<file path="src/hw/rtl/ptrf_pkg.sv">
// Package for the per-thread region trace filter.
// Field widths, configuration register indexes and thread filter modes.
// No dependencies; used by the channel interfaces, the top level and the testbench.
`default_nettype none

package ptrf_pkg;

    localparam int TID_W     = 6;
    localparam int INSTR_W   = 31;
    localparam int PAYLOAD_W = 64;
    localparam int MASK_W    = 64;
    localparam int CNT_W     = 2;
    localparam int MODE_W    = 2;
    localparam int CFG_IDX_W = 3;
    localparam int CFG_DATA_W = 64;

    localparam int DEF_THREAD_COUNT = 64;
    localparam int DEF_ID_WIDTH     = 31;

    typedef enum logic [CFG_IDX_W-1:0] {
        REG_THREAD_FILTER_MODE = 3'd0,
        REG_THREAD_LIST_MASK   = 3'd1,
        REG_START_ID_COUNT     = 3'd2,
        REG_START_ID_FIRST     = 3'd3,
        REG_START_ID_SECOND    = 3'd4,
        REG_END_ID_COUNT       = 3'd5,
        REG_END_ID_FIRST       = 3'd6,
        REG_END_ID_SECOND      = 3'd7
    } t_cfg_reg;

    typedef enum logic [MODE_W-1:0] {
        MODE_NONE      = 2'd0,
        MODE_KEEP_ONLY = 2'd1,
        MODE_REMOVE    = 2'd2
    } t_filter_mode;

endpackage

`default_nettype wire

</file>
<file path="src/hw/rtl/ptrf_in_if.sv">
// Input channel of the trace filter: one trace record per item.
// Depends on ptrf_pkg for field widths.
`default_nettype none

interface ptrf_in_if;
    logic                           valid;
    logic                           ready;
    logic [ptrf_pkg::TID_W-1:0]     thread_id;
    logic [ptrf_pkg::INSTR_W-1:0]   instr_id;
    logic [ptrf_pkg::PAYLOAD_W-1:0] payload;

    modport source (output valid, thread_id, instr_id, payload, input ready);
    modport sink   (input valid, thread_id, instr_id, payload, output ready);
endinterface

`default_nettype wire

</file>
<file path="src/hw/rtl/ptrf_out_if.sv">
// Output channel of the trace filter: one passed trace record per item.
// Depends on ptrf_pkg for field widths.
`default_nettype none

interface ptrf_out_if;
    logic                           valid;
    logic                           ready;
    logic [ptrf_pkg::TID_W-1:0]     out_thread_id;
    logic [ptrf_pkg::INSTR_W-1:0]   out_instr_id;
    logic [ptrf_pkg::PAYLOAD_W-1:0] out_payload;

    modport source (output valid, out_thread_id, out_instr_id, out_payload, input ready);
    modport sink   (input valid, out_thread_id, out_instr_id, out_payload, output ready);
endinterface

`default_nettype wire

</file>
<file path="src/hw/rtl/per_thread_region_trace_filter.sv">
// Per-thread region trace filter, top level.
// Depends on ptrf_pkg, ptrf_in_if and ptrf_out_if.
`default_nettype none

// Passes or drops trace records. A record is dropped by the thread filter
// (keep-only or remove against the thread mask) or when its thread is outside
// a region; start and end instruction ids open and close each thread's region,
// end winning when both match. Throughput is one item per cycle with no
// bubbles while the output is not stalled; a passed record goes through the
// registered read of the per-thread region memory and then the output
// register. A write to the same thread in the accept cycle is bypassed into
// the read data. Seen bits are flops cleared by reset, so there is no clearing
// pass and items are taken from the first cycle after reset. Configuration may
// be written only while the block is empty.
module per_thread_region_trace_filter #(
    parameter int THREAD_COUNT = ptrf_pkg::DEF_THREAD_COUNT,
    parameter int ID_WIDTH     = ptrf_pkg::DEF_ID_WIDTH
) (
    input  wire logic                            i_clk,
    input  wire logic                            i_rst_n,
    input  wire logic                            i_cfg_we,
    input  wire logic [ptrf_pkg::CFG_IDX_W-1:0]  i_cfg_idx,
    input  wire logic [ptrf_pkg::CFG_DATA_W-1:0] i_cfg_data,
    ptrf_in_if.sink                              i_in,
    ptrf_out_if.source                           o_out
);
    import ptrf_pkg::*;

    localparam int TIDX_W = (THREAD_COUNT > 1) ? $clog2(THREAD_COUNT) : 1;
    localparam int CMP_W  = (ID_WIDTH < INSTR_W) ? ID_WIDTH : INSTR_W;
    localparam logic [TID_W:0] TC_LIM = (TID_W+1)'(THREAD_COUNT);

    // configuration
    t_filter_mode        r_mode;
    logic [MASK_W-1:0]   r_mask;
    logic [CNT_W-1:0]    r_start_cnt;
    logic [CMP_W-1:0]    r_start_a;
    logic [CMP_W-1:0]    r_start_b;
    logic [CNT_W-1:0]    r_end_cnt;
    logic [CMP_W-1:0]    r_end_a;
    logic [CMP_W-1:0]    r_end_b;

    // stage 1: record waiting on the memory read
    logic                 r_s1_valid;
    logic [TID_W-1:0]     r_s1_tid;
    logic [INSTR_W-1:0]   r_s1_iid;
    logic [PAYLOAD_W-1:0] r_s1_payload;
    logic                 r_rd_q;
    logic                 r_rd_hit;
    logic                 r_rd_byp;

    // output register
    logic                 r_out_valid;
    logic [TID_W-1:0]     r_out_tid;
    logic [INSTR_W-1:0]   r_out_iid;
    logic [PAYLOAD_W-1:0] r_out_payload;

    // per-thread state
    logic [THREAD_COUNT-1:0] r_seen;
    logic                    r_region_mem [THREAD_COUNT];

    logic              out_free;
    logic              in_take;
    logic              s1_go;
    logic [TIDX_W-1:0] in_idx;
    logic [TIDX_W-1:0] s1_idx;
    logic              s1_in_range;
    logic              s1_listed;
    logic              s1_dropped;
    logic              s1_keep;
    logic              s1_prev;
    logic              s1_base;
    logic [CMP_W-1:0]  s1_cid;
    logic              s1_start_hit;
    logic              s1_end_hit;
    logic              n_region;
    logic              s1_emit;
    logic              wr_en;

    // handshake
    assign out_free   = !r_out_valid || o_out.ready;
    assign s1_go      = r_s1_valid && out_free;
    assign i_in.ready = !r_s1_valid || out_free;
    assign in_take    = i_in.valid && i_in.ready;
    assign in_idx     = i_in.thread_id[TIDX_W-1:0];

    // region update for the record in stage 1
    always_comb begin
        s1_idx      = r_s1_tid[TIDX_W-1:0];
        s1_in_range = {1'b0, r_s1_tid} < TC_LIM;
        s1_listed   = r_mask[r_s1_tid];
        case (r_mode)
            MODE_KEEP_ONLY: s1_dropped = !s1_listed;
            MODE_REMOVE:    s1_dropped = s1_listed;
            default:        s1_dropped = 1'b0;
        endcase
        s1_keep = s1_in_range && !s1_dropped;

        s1_prev = r_rd_hit ? r_rd_byp : r_rd_q;
        s1_base = r_seen[s1_idx] ? s1_prev : (r_start_cnt == '0);

        s1_cid       = r_s1_iid[CMP_W-1:0];
        // a count of three acts as two
        s1_start_hit = ((r_start_cnt != '0) && (s1_cid == r_start_a))
                    || (r_start_cnt[1] && (s1_cid == r_start_b));
        s1_end_hit   = ((r_end_cnt != '0) && (s1_cid == r_end_a))
                    || (r_end_cnt[1] && (s1_cid == r_end_b));

        if (s1_end_hit) begin
            n_region = 1'b0;
        end else if (s1_start_hit) begin
            n_region = 1'b1;
        end else begin
            n_region = s1_base;
        end
        s1_emit = s1_keep && n_region;
        wr_en   = s1_go && s1_keep;
    end

    // configuration registers
    always_ff @(posedge i_clk) begin
        if (!i_rst_n) begin
            r_mode      <= MODE_NONE;
            r_mask      <= '0;
            r_start_cnt <= '0;
            r_start_a   <= '0;
            r_start_b   <= '0;
            r_end_cnt   <= '0;
            r_end_a     <= '0;
            r_end_b     <= '0;
        end else if (i_cfg_we) begin
            case (t_cfg_reg'(i_cfg_idx))
                REG_THREAD_FILTER_MODE: r_mode      <= t_filter_mode'(i_cfg_data[MODE_W-1:0]);
                REG_THREAD_LIST_MASK:   r_mask      <= i_cfg_data[MASK_W-1:0];
                REG_START_ID_COUNT:     r_start_cnt <= i_cfg_data[CNT_W-1:0];
                REG_START_ID_FIRST:     r_start_a   <= i_cfg_data[CMP_W-1:0];
                REG_START_ID_SECOND:    r_start_b   <= i_cfg_data[CMP_W-1:0];
                REG_END_ID_COUNT:       r_end_cnt   <= i_cfg_data[CNT_W-1:0];
                REG_END_ID_FIRST:       r_end_a     <= i_cfg_data[CMP_W-1:0];
                REG_END_ID_SECOND:      r_end_b     <= i_cfg_data[CMP_W-1:0];
                default: ;
            endcase
        end
    end

    // control state
    always_ff @(posedge i_clk) begin
        if (!i_rst_n) begin
            r_s1_valid  <= 1'b0;
            r_out_valid <= 1'b0;
            r_seen      <= '0;
        end else begin
            if (i_in.ready) begin
                r_s1_valid <= in_take;
            end
            if (out_free) begin
                r_out_valid <= s1_go && s1_emit;
            end
            if (wr_en) begin
                r_seen[s1_idx] <= 1'b1;
            end
        end
    end

    // region memory: registered read, write from stage 1
    always_ff @(posedge i_clk) begin
        if (wr_en) begin
            r_region_mem[s1_idx] <= n_region;
        end
        if (in_take) begin
            r_rd_q <= r_region_mem[in_idx];
        end
    end

    // payload registers and read bypass
    always_ff @(posedge i_clk) begin
        if (in_take) begin
            r_s1_tid     <= i_in.thread_id;
            r_s1_iid     <= i_in.instr_id;
            r_s1_payload <= i_in.payload;
            // same thread written in this cycle: take the new value
            r_rd_hit     <= wr_en && (s1_idx == in_idx);
            r_rd_byp     <= n_region;
        end
        if (s1_go && out_free) begin
            r_out_tid     <= r_s1_tid;
            r_out_iid     <= r_s1_iid;
            r_out_payload <= r_s1_payload;
        end
    end

    assign o_out.valid         = r_out_valid;
    assign o_out.out_thread_id = r_out_tid;
    assign o_out.out_instr_id  = r_out_iid;
    assign o_out.out_payload   = r_out_payload;

    // a thread that passed the filter is marked seen
    a_seen_set: assert property (@(posedge i_clk) disable iff (!i_rst_n)
        wr_en |=> r_seen[$past(s1_idx)])
        else $error("seen bit not set after region update");

    // an emitted record reaches the output register
    a_emit_out: assert property (@(posedge i_clk) disable iff (!i_rst_n)
        (s1_go && s1_emit) |=> r_out_valid)
        else $error("emitted record lost before output register");

    // output register and stage 1 are empty straight after reset
    a_rst_empty: assert property (@(posedge i_clk)
        $past(!i_rst_n) |-> (!r_out_valid && !r_s1_valid))
        else $error("pipeline not empty after reset");

endmodule

`default_nettype wire

</file>
<file path="src/flat_wrapper.sv">
// flat-port wrapper written by rule: the top's interface ports become plain ports
module per_thread_region_trace_filter_flat import ptrf_pkg::*;
#(
    parameter int THREAD_COUNT = ptrf_pkg::DEF_THREAD_COUNT,
    parameter int ID_WIDTH     = ptrf_pkg::DEF_ID_WIDTH
)
  (i_clk, i_rst_n, i_cfg_we, i_cfg_idx, i_cfg_data, i_in_valid, i_in_thread_id, i_in_instr_id, i_in_payload, i_in_ready, o_out_valid, o_out_out_thread_id, o_out_out_instr_id, o_out_out_payload, o_out_ready);
  ptrf_in_if i_in_i ();
  ptrf_out_if o_out_i ();
  input  wire logic i_clk;
  input  wire logic i_rst_n;
  input  wire logic i_cfg_we;
  input  wire logic [ptrf_pkg::CFG_IDX_W-1:0] i_cfg_idx;
  input  wire logic [ptrf_pkg::CFG_DATA_W-1:0] i_cfg_data;
  input wire logic [$bits(i_in_i.valid)-1:0] i_in_valid;
  input wire logic [$bits(i_in_i.thread_id)-1:0] i_in_thread_id;
  input wire logic [$bits(i_in_i.instr_id)-1:0] i_in_instr_id;
  input wire logic [$bits(i_in_i.payload)-1:0] i_in_payload;
  output wire logic [$bits(i_in_i.ready)-1:0] i_in_ready;
  output wire logic [$bits(o_out_i.valid)-1:0] o_out_valid;
  output wire logic [$bits(o_out_i.out_thread_id)-1:0] o_out_out_thread_id;
  output wire logic [$bits(o_out_i.out_instr_id)-1:0] o_out_out_instr_id;
  output wire logic [$bits(o_out_i.out_payload)-1:0] o_out_out_payload;
  input wire logic [$bits(o_out_i.ready)-1:0] o_out_ready;
  assign i_in_i.valid = i_in_valid;
  assign i_in_i.thread_id = i_in_thread_id;
  assign i_in_i.instr_id = i_in_instr_id;
  assign i_in_i.payload = i_in_payload;
  assign i_in_ready = i_in_i.ready;
  assign o_out_valid = o_out_i.valid;
  assign o_out_out_thread_id = o_out_i.out_thread_id;
  assign o_out_out_instr_id = o_out_i.out_instr_id;
  assign o_out_out_payload = o_out_i.out_payload;
  assign o_out_i.ready = o_out_ready;
  per_thread_region_trace_filter #(.THREAD_COUNT(THREAD_COUNT), .ID_WIDTH(ID_WIDTH)) u_core (.i_clk(i_clk), .i_rst_n(i_rst_n), .i_cfg_we(i_cfg_we), .i_cfg_idx(i_cfg_idx), .i_cfg_data(i_cfg_data), .i_in(i_in_i), .o_out(o_out_i));
endmodule
</file>
<file path="config.mk">
export PLATFORM = sky130hd
export DESIGN_NAME = per_thread_region_trace_filter_flat
export DESIGN_NICKNAME = d
export VERILOG_FILES = /design/src/hw/rtl/ptrf_pkg.sv /design/src/hw/rtl/ptrf_in_if.sv /design/src/hw/rtl/ptrf_out_if.sv /design/src/hw/rtl/per_thread_region_trace_filter.sv /design/src/flat_wrapper.sv
export SDC_FILE = /design/constraint.sdc
export NUM_CORES = 1
export LEC_CHECK = 0
export BUFFER_PORTS_ARGS = -buffer_cell sky130_fd_sc_hd__buf_2
export CORE_MARGIN = 2
export CORE_UTILIZATION = 52
export DETAILED_ROUTE_END_ITERATION = 16
export PLACE_DENSITY = 0.82
export SYNTH_ARGS = -nofsm -noshare
export SYNTH_HDL_FRONTEND = slang
export SYNTH_SLANG_ARGS = --single-unit
</file>
<file path="constraint.sdc">
create_clock -name i_clk -period 8 [get_ports i_clk]
set_input_delay 1.6 -clock i_clk [delete_from_list [all_inputs] [get_ports i_clk]]
set_output_delay 1.6 -clock i_clk [all_outputs]
set_load 0.02 [all_outputs]
</file>
==> out/metrics.yaml <==
status:
  outcome: "finished, final reports clean"
synthesis:
  synth-seq-cells: 529
  synth_nets: 2037
  syn_avg_cell_area_um2: 11.5
  synth_top_area_frac: 0.377
  async_flop_share: 0
  synthMuxAreaShare: 0.0407
  synth_cells: 1864
  synth_top_area_cell: "edfxtp_1"
  synth_xor_area_frac: 0.0532
  synth_common_cells: "nand2_1 (467), edfxtp_1 (269), dfxtp_1 (260)"
  synthAdderAreaFrac: 0
  synth-warning-count: 0
  synth.most_common_cell: "nand2_1"
  synth_edf_count: 269
  synth_compound_area_frac: 0.114
  synth_area_leaders: "edfxtp_1 (38%), dfxtp_1 (24%), nand2_1 (8.2%), a21boi_0 (6.6%), xnor2_1 (4.2%)"
  yosysSeqAreaShare: 0.620
  synth_cell_types: 64
  synth-simple-area-share: 0.137
  synth_area_mm2: 0.0214
  synth_top_family_by_area: "simple AND/OR/NAND/NOR gates"
  ys.flop_type: "edfxtp_1"
global_routing:
  grt_pass1_wl_mm: 83.6
  grt_max_degree: 140
  gr-usage-met1: 0.339
  use_met2: 0.416
  grt_usage: 0.256
  top_usage_layer: "met2"
  antenna_found_initial: 4
  grt_pass1_vias: 14597
  grt-ovfl-total: 0
  use_met3: 0.0515
critical_path:
  end_kind: "register"
  crit_fanout: 67
  worstRegToRegCells: 9
  crit_type: "register to register"
  arrival_ns: 4.76
  required_ns: 8.27
  start_kind: "register"
timing:
  min_period_ns: 4.49
  setup_ws_ns: 3.51
  worstMarginPinSlew_ns: 1.16
  maxSlewHeadroom: 0.221
  slew_violations: 0
  tns_ns: 0
  hold-worst-slack_ns: 0.417
  finalCritPeriodShare: 0.561
  setup_viol: 0
  rsz0062_at_grt: "no"
  hold_viol: 0
  max_freq_mhz: 223
  clock_skew_ns: 0.0250
cts:
  cts_htree_levels: 2
  cts_buffer_depth: 3
  cts.clk_slew.worst_paths_ns: 0.06
  cts_made_buffers: 54
  clock_latency_ns: 0.60
  cts_sinks: 529
  cts_hold_buf: 0
  cts_tree: "built"
  cts_resized: 0
  cts-root-buf: "clkbuf_16"
  post_cts_buffers: 0
drt:
  via_per_inst: 5.78
  vias: 15276
  ant_nets: 0
  wl_per_cell_um: 21.0
  drc: 0
  first_iter_violations: 1626
  drt_wl_total_mm: 55.6
  drt_pre_antenna_iters: 6
power:
  total_power_mw: 5.98
  p_per_area_mw_per_mm2: 241
  p_leak_nw: 8.44
  ir_drop_uv: 153
place:
  pre_cts_ws_ns: 3.48
  io_buffers: 275
  place.gp.congestion: 0.905
  dp_cells: 2536
  placement.cell_area_mm2: 0.0229
  dp_hpwl_mm: 36.8
die:
  rows: 74
  dieWidth_um: 207
  die_h_um: 207
  io-pin-count: 276
  initial_core_util: 0.526
  core_mm2: 0.0407
  dieArea_mm2: 0.0428
flow_run:
  drv_cap: 0
finish:
  multi_input_area_mm2: 0.00744
  n_fill_cell: 3176
  syn_to_final_growth_pct: 15.8
  nNetsFinal: 2233
  instances_no_fill: 2642
  final_area_mm2: 0.0248
  final-seq-area_mm2: 0.0133
  post-route-util: 0.608
  drive_above_1_share: 0.206
hold_path:
  worst_hold_path_type: "register to register"
  hold_depth: 0
==> area by class of cell <==
class,instances,share of cell area
multi-input combinational,1177,0.300
sequential,529,0.536
inverter,4,0.000606
clock buffer,72,0.0616
tap,532,0.0269
clock inverter,29,0.0128
timing repair buffer,294,0.0615
antenna,5,0.000505
==> worst paths after layout <==
| path | startpoint | to | slack, ns |
|---|---|---|---|
| worst max-delay path | u_core.r_s1_tid[1]$_DFFE_PP_ | u_core.r_region_mem[41]$_DFFE_PP_ | 3.51 |
| worst min-delay path | u_core.r_s1_payload[58]$_DFFE_PP_ | u_core.o_out.out_payload[58]$_DFFE_PP_ | 0.42 |
| worst max register to register | u_core.r_s1_tid[1]$_DFFE_PP_ | u_core.r_region_mem[41]$_DFFE_PP_ | 3.51 |
| worst min register to register | u_core.r_s1_payload[58]$_DFFE_PP_ | u_core.o_out.out_payload[58]$_DFFE_PP_ | 0.42 |
==> worst max-delay path, stage by stage (launching register included) <==
cell and delay [ns]:
edfxtp_1 0.32, buf_4 0.40, nor2b_1 0.82, a221oi_1 0.21, o221a_2 0.28, a311oi_1 0.31
or4_1 0.25, nand3_4 0.54, buf_4 0.59, nor3_1 0.34
==> report_power, final <==
part,total (mW),internal [mW],switching [mW]
clock,2.59,1.54,1.05
combinational,0.392,0.136,0.256
sequential,3.00,2.94,0.0562
total,5.98,4.62,1.36
==> flip-flops by register name, indices dropped and copies added (netlist names) <==
signal,flops
u_core.o_out.out_payload,64
u_core.r_s1_iid,31
u_core.o_out.valid,1
u_core.r_mode,2
u_core.r_start_a,31
u_core.r_rd_q,1
u_core.r_end_cnt,2
u_core.r_seen,64
u_core.r_end_a,31
u_core.r_start_b,31
u_core.r_mask,64
u_core.r_rd_byp,1
u_core.r_s1_payload,64
u_core.r_end_b,31
u_core.r_s1_tid,6
u_core.r_start_cnt,2
u_core.r_s1_valid,1
u_core.r_region_mem,64
u_core.o_out.out_instr_id,31
u_core.o_out.out_thread_id,6
u_core.r_rd_hit,1
==> kinds of logic (layout without fill, tap and decap cells) <==
logic type,Yosys count,after routing
flip-flops,529,529
multiplexers,58,58
buffers and inverters,158,399
AO/OA/AOI/OAI,323,323
XOR/XNOR,130,130
AND/OR/NAND/NOR,666,666
other,0,5
==> per-layer routing <==
layer,share of wire,up-vias
met2,0.47,790
met1,0.40,7363
met3,0.099,138
met4,0.035,0
li1,-,6985
met5,0,-
==> cells in the final DEF, fill, tap and decap left out, types with 5 or more instances in the layout <==
cell type,instances
nand2_1,466
buf_2,274
edfxtp_1,269
dfxtp_1,260
a21boi_0,188
xnor2_1,102
nor3_1,67
o31ai_1,65
clkbuf_16,57
mux2i_1,32
nand4_1,30
xor2_1,28
mux4_2,23
buf_4,19
nor2b_1,18
nand3_1,16
a22oi_1,15
nor4_1,14
clkinv_2,10
nand3b_1,9
o21ai_0,8
a221oi_1,8
nand2b_1,7
clkbuf_1,7
bufinv_16,6
diode_2,5
nor2_1,5
a211oi_1,5
a21oi_1,5
o22ai_1,5
Note: power is estimated with default switching activity, not from simulation.
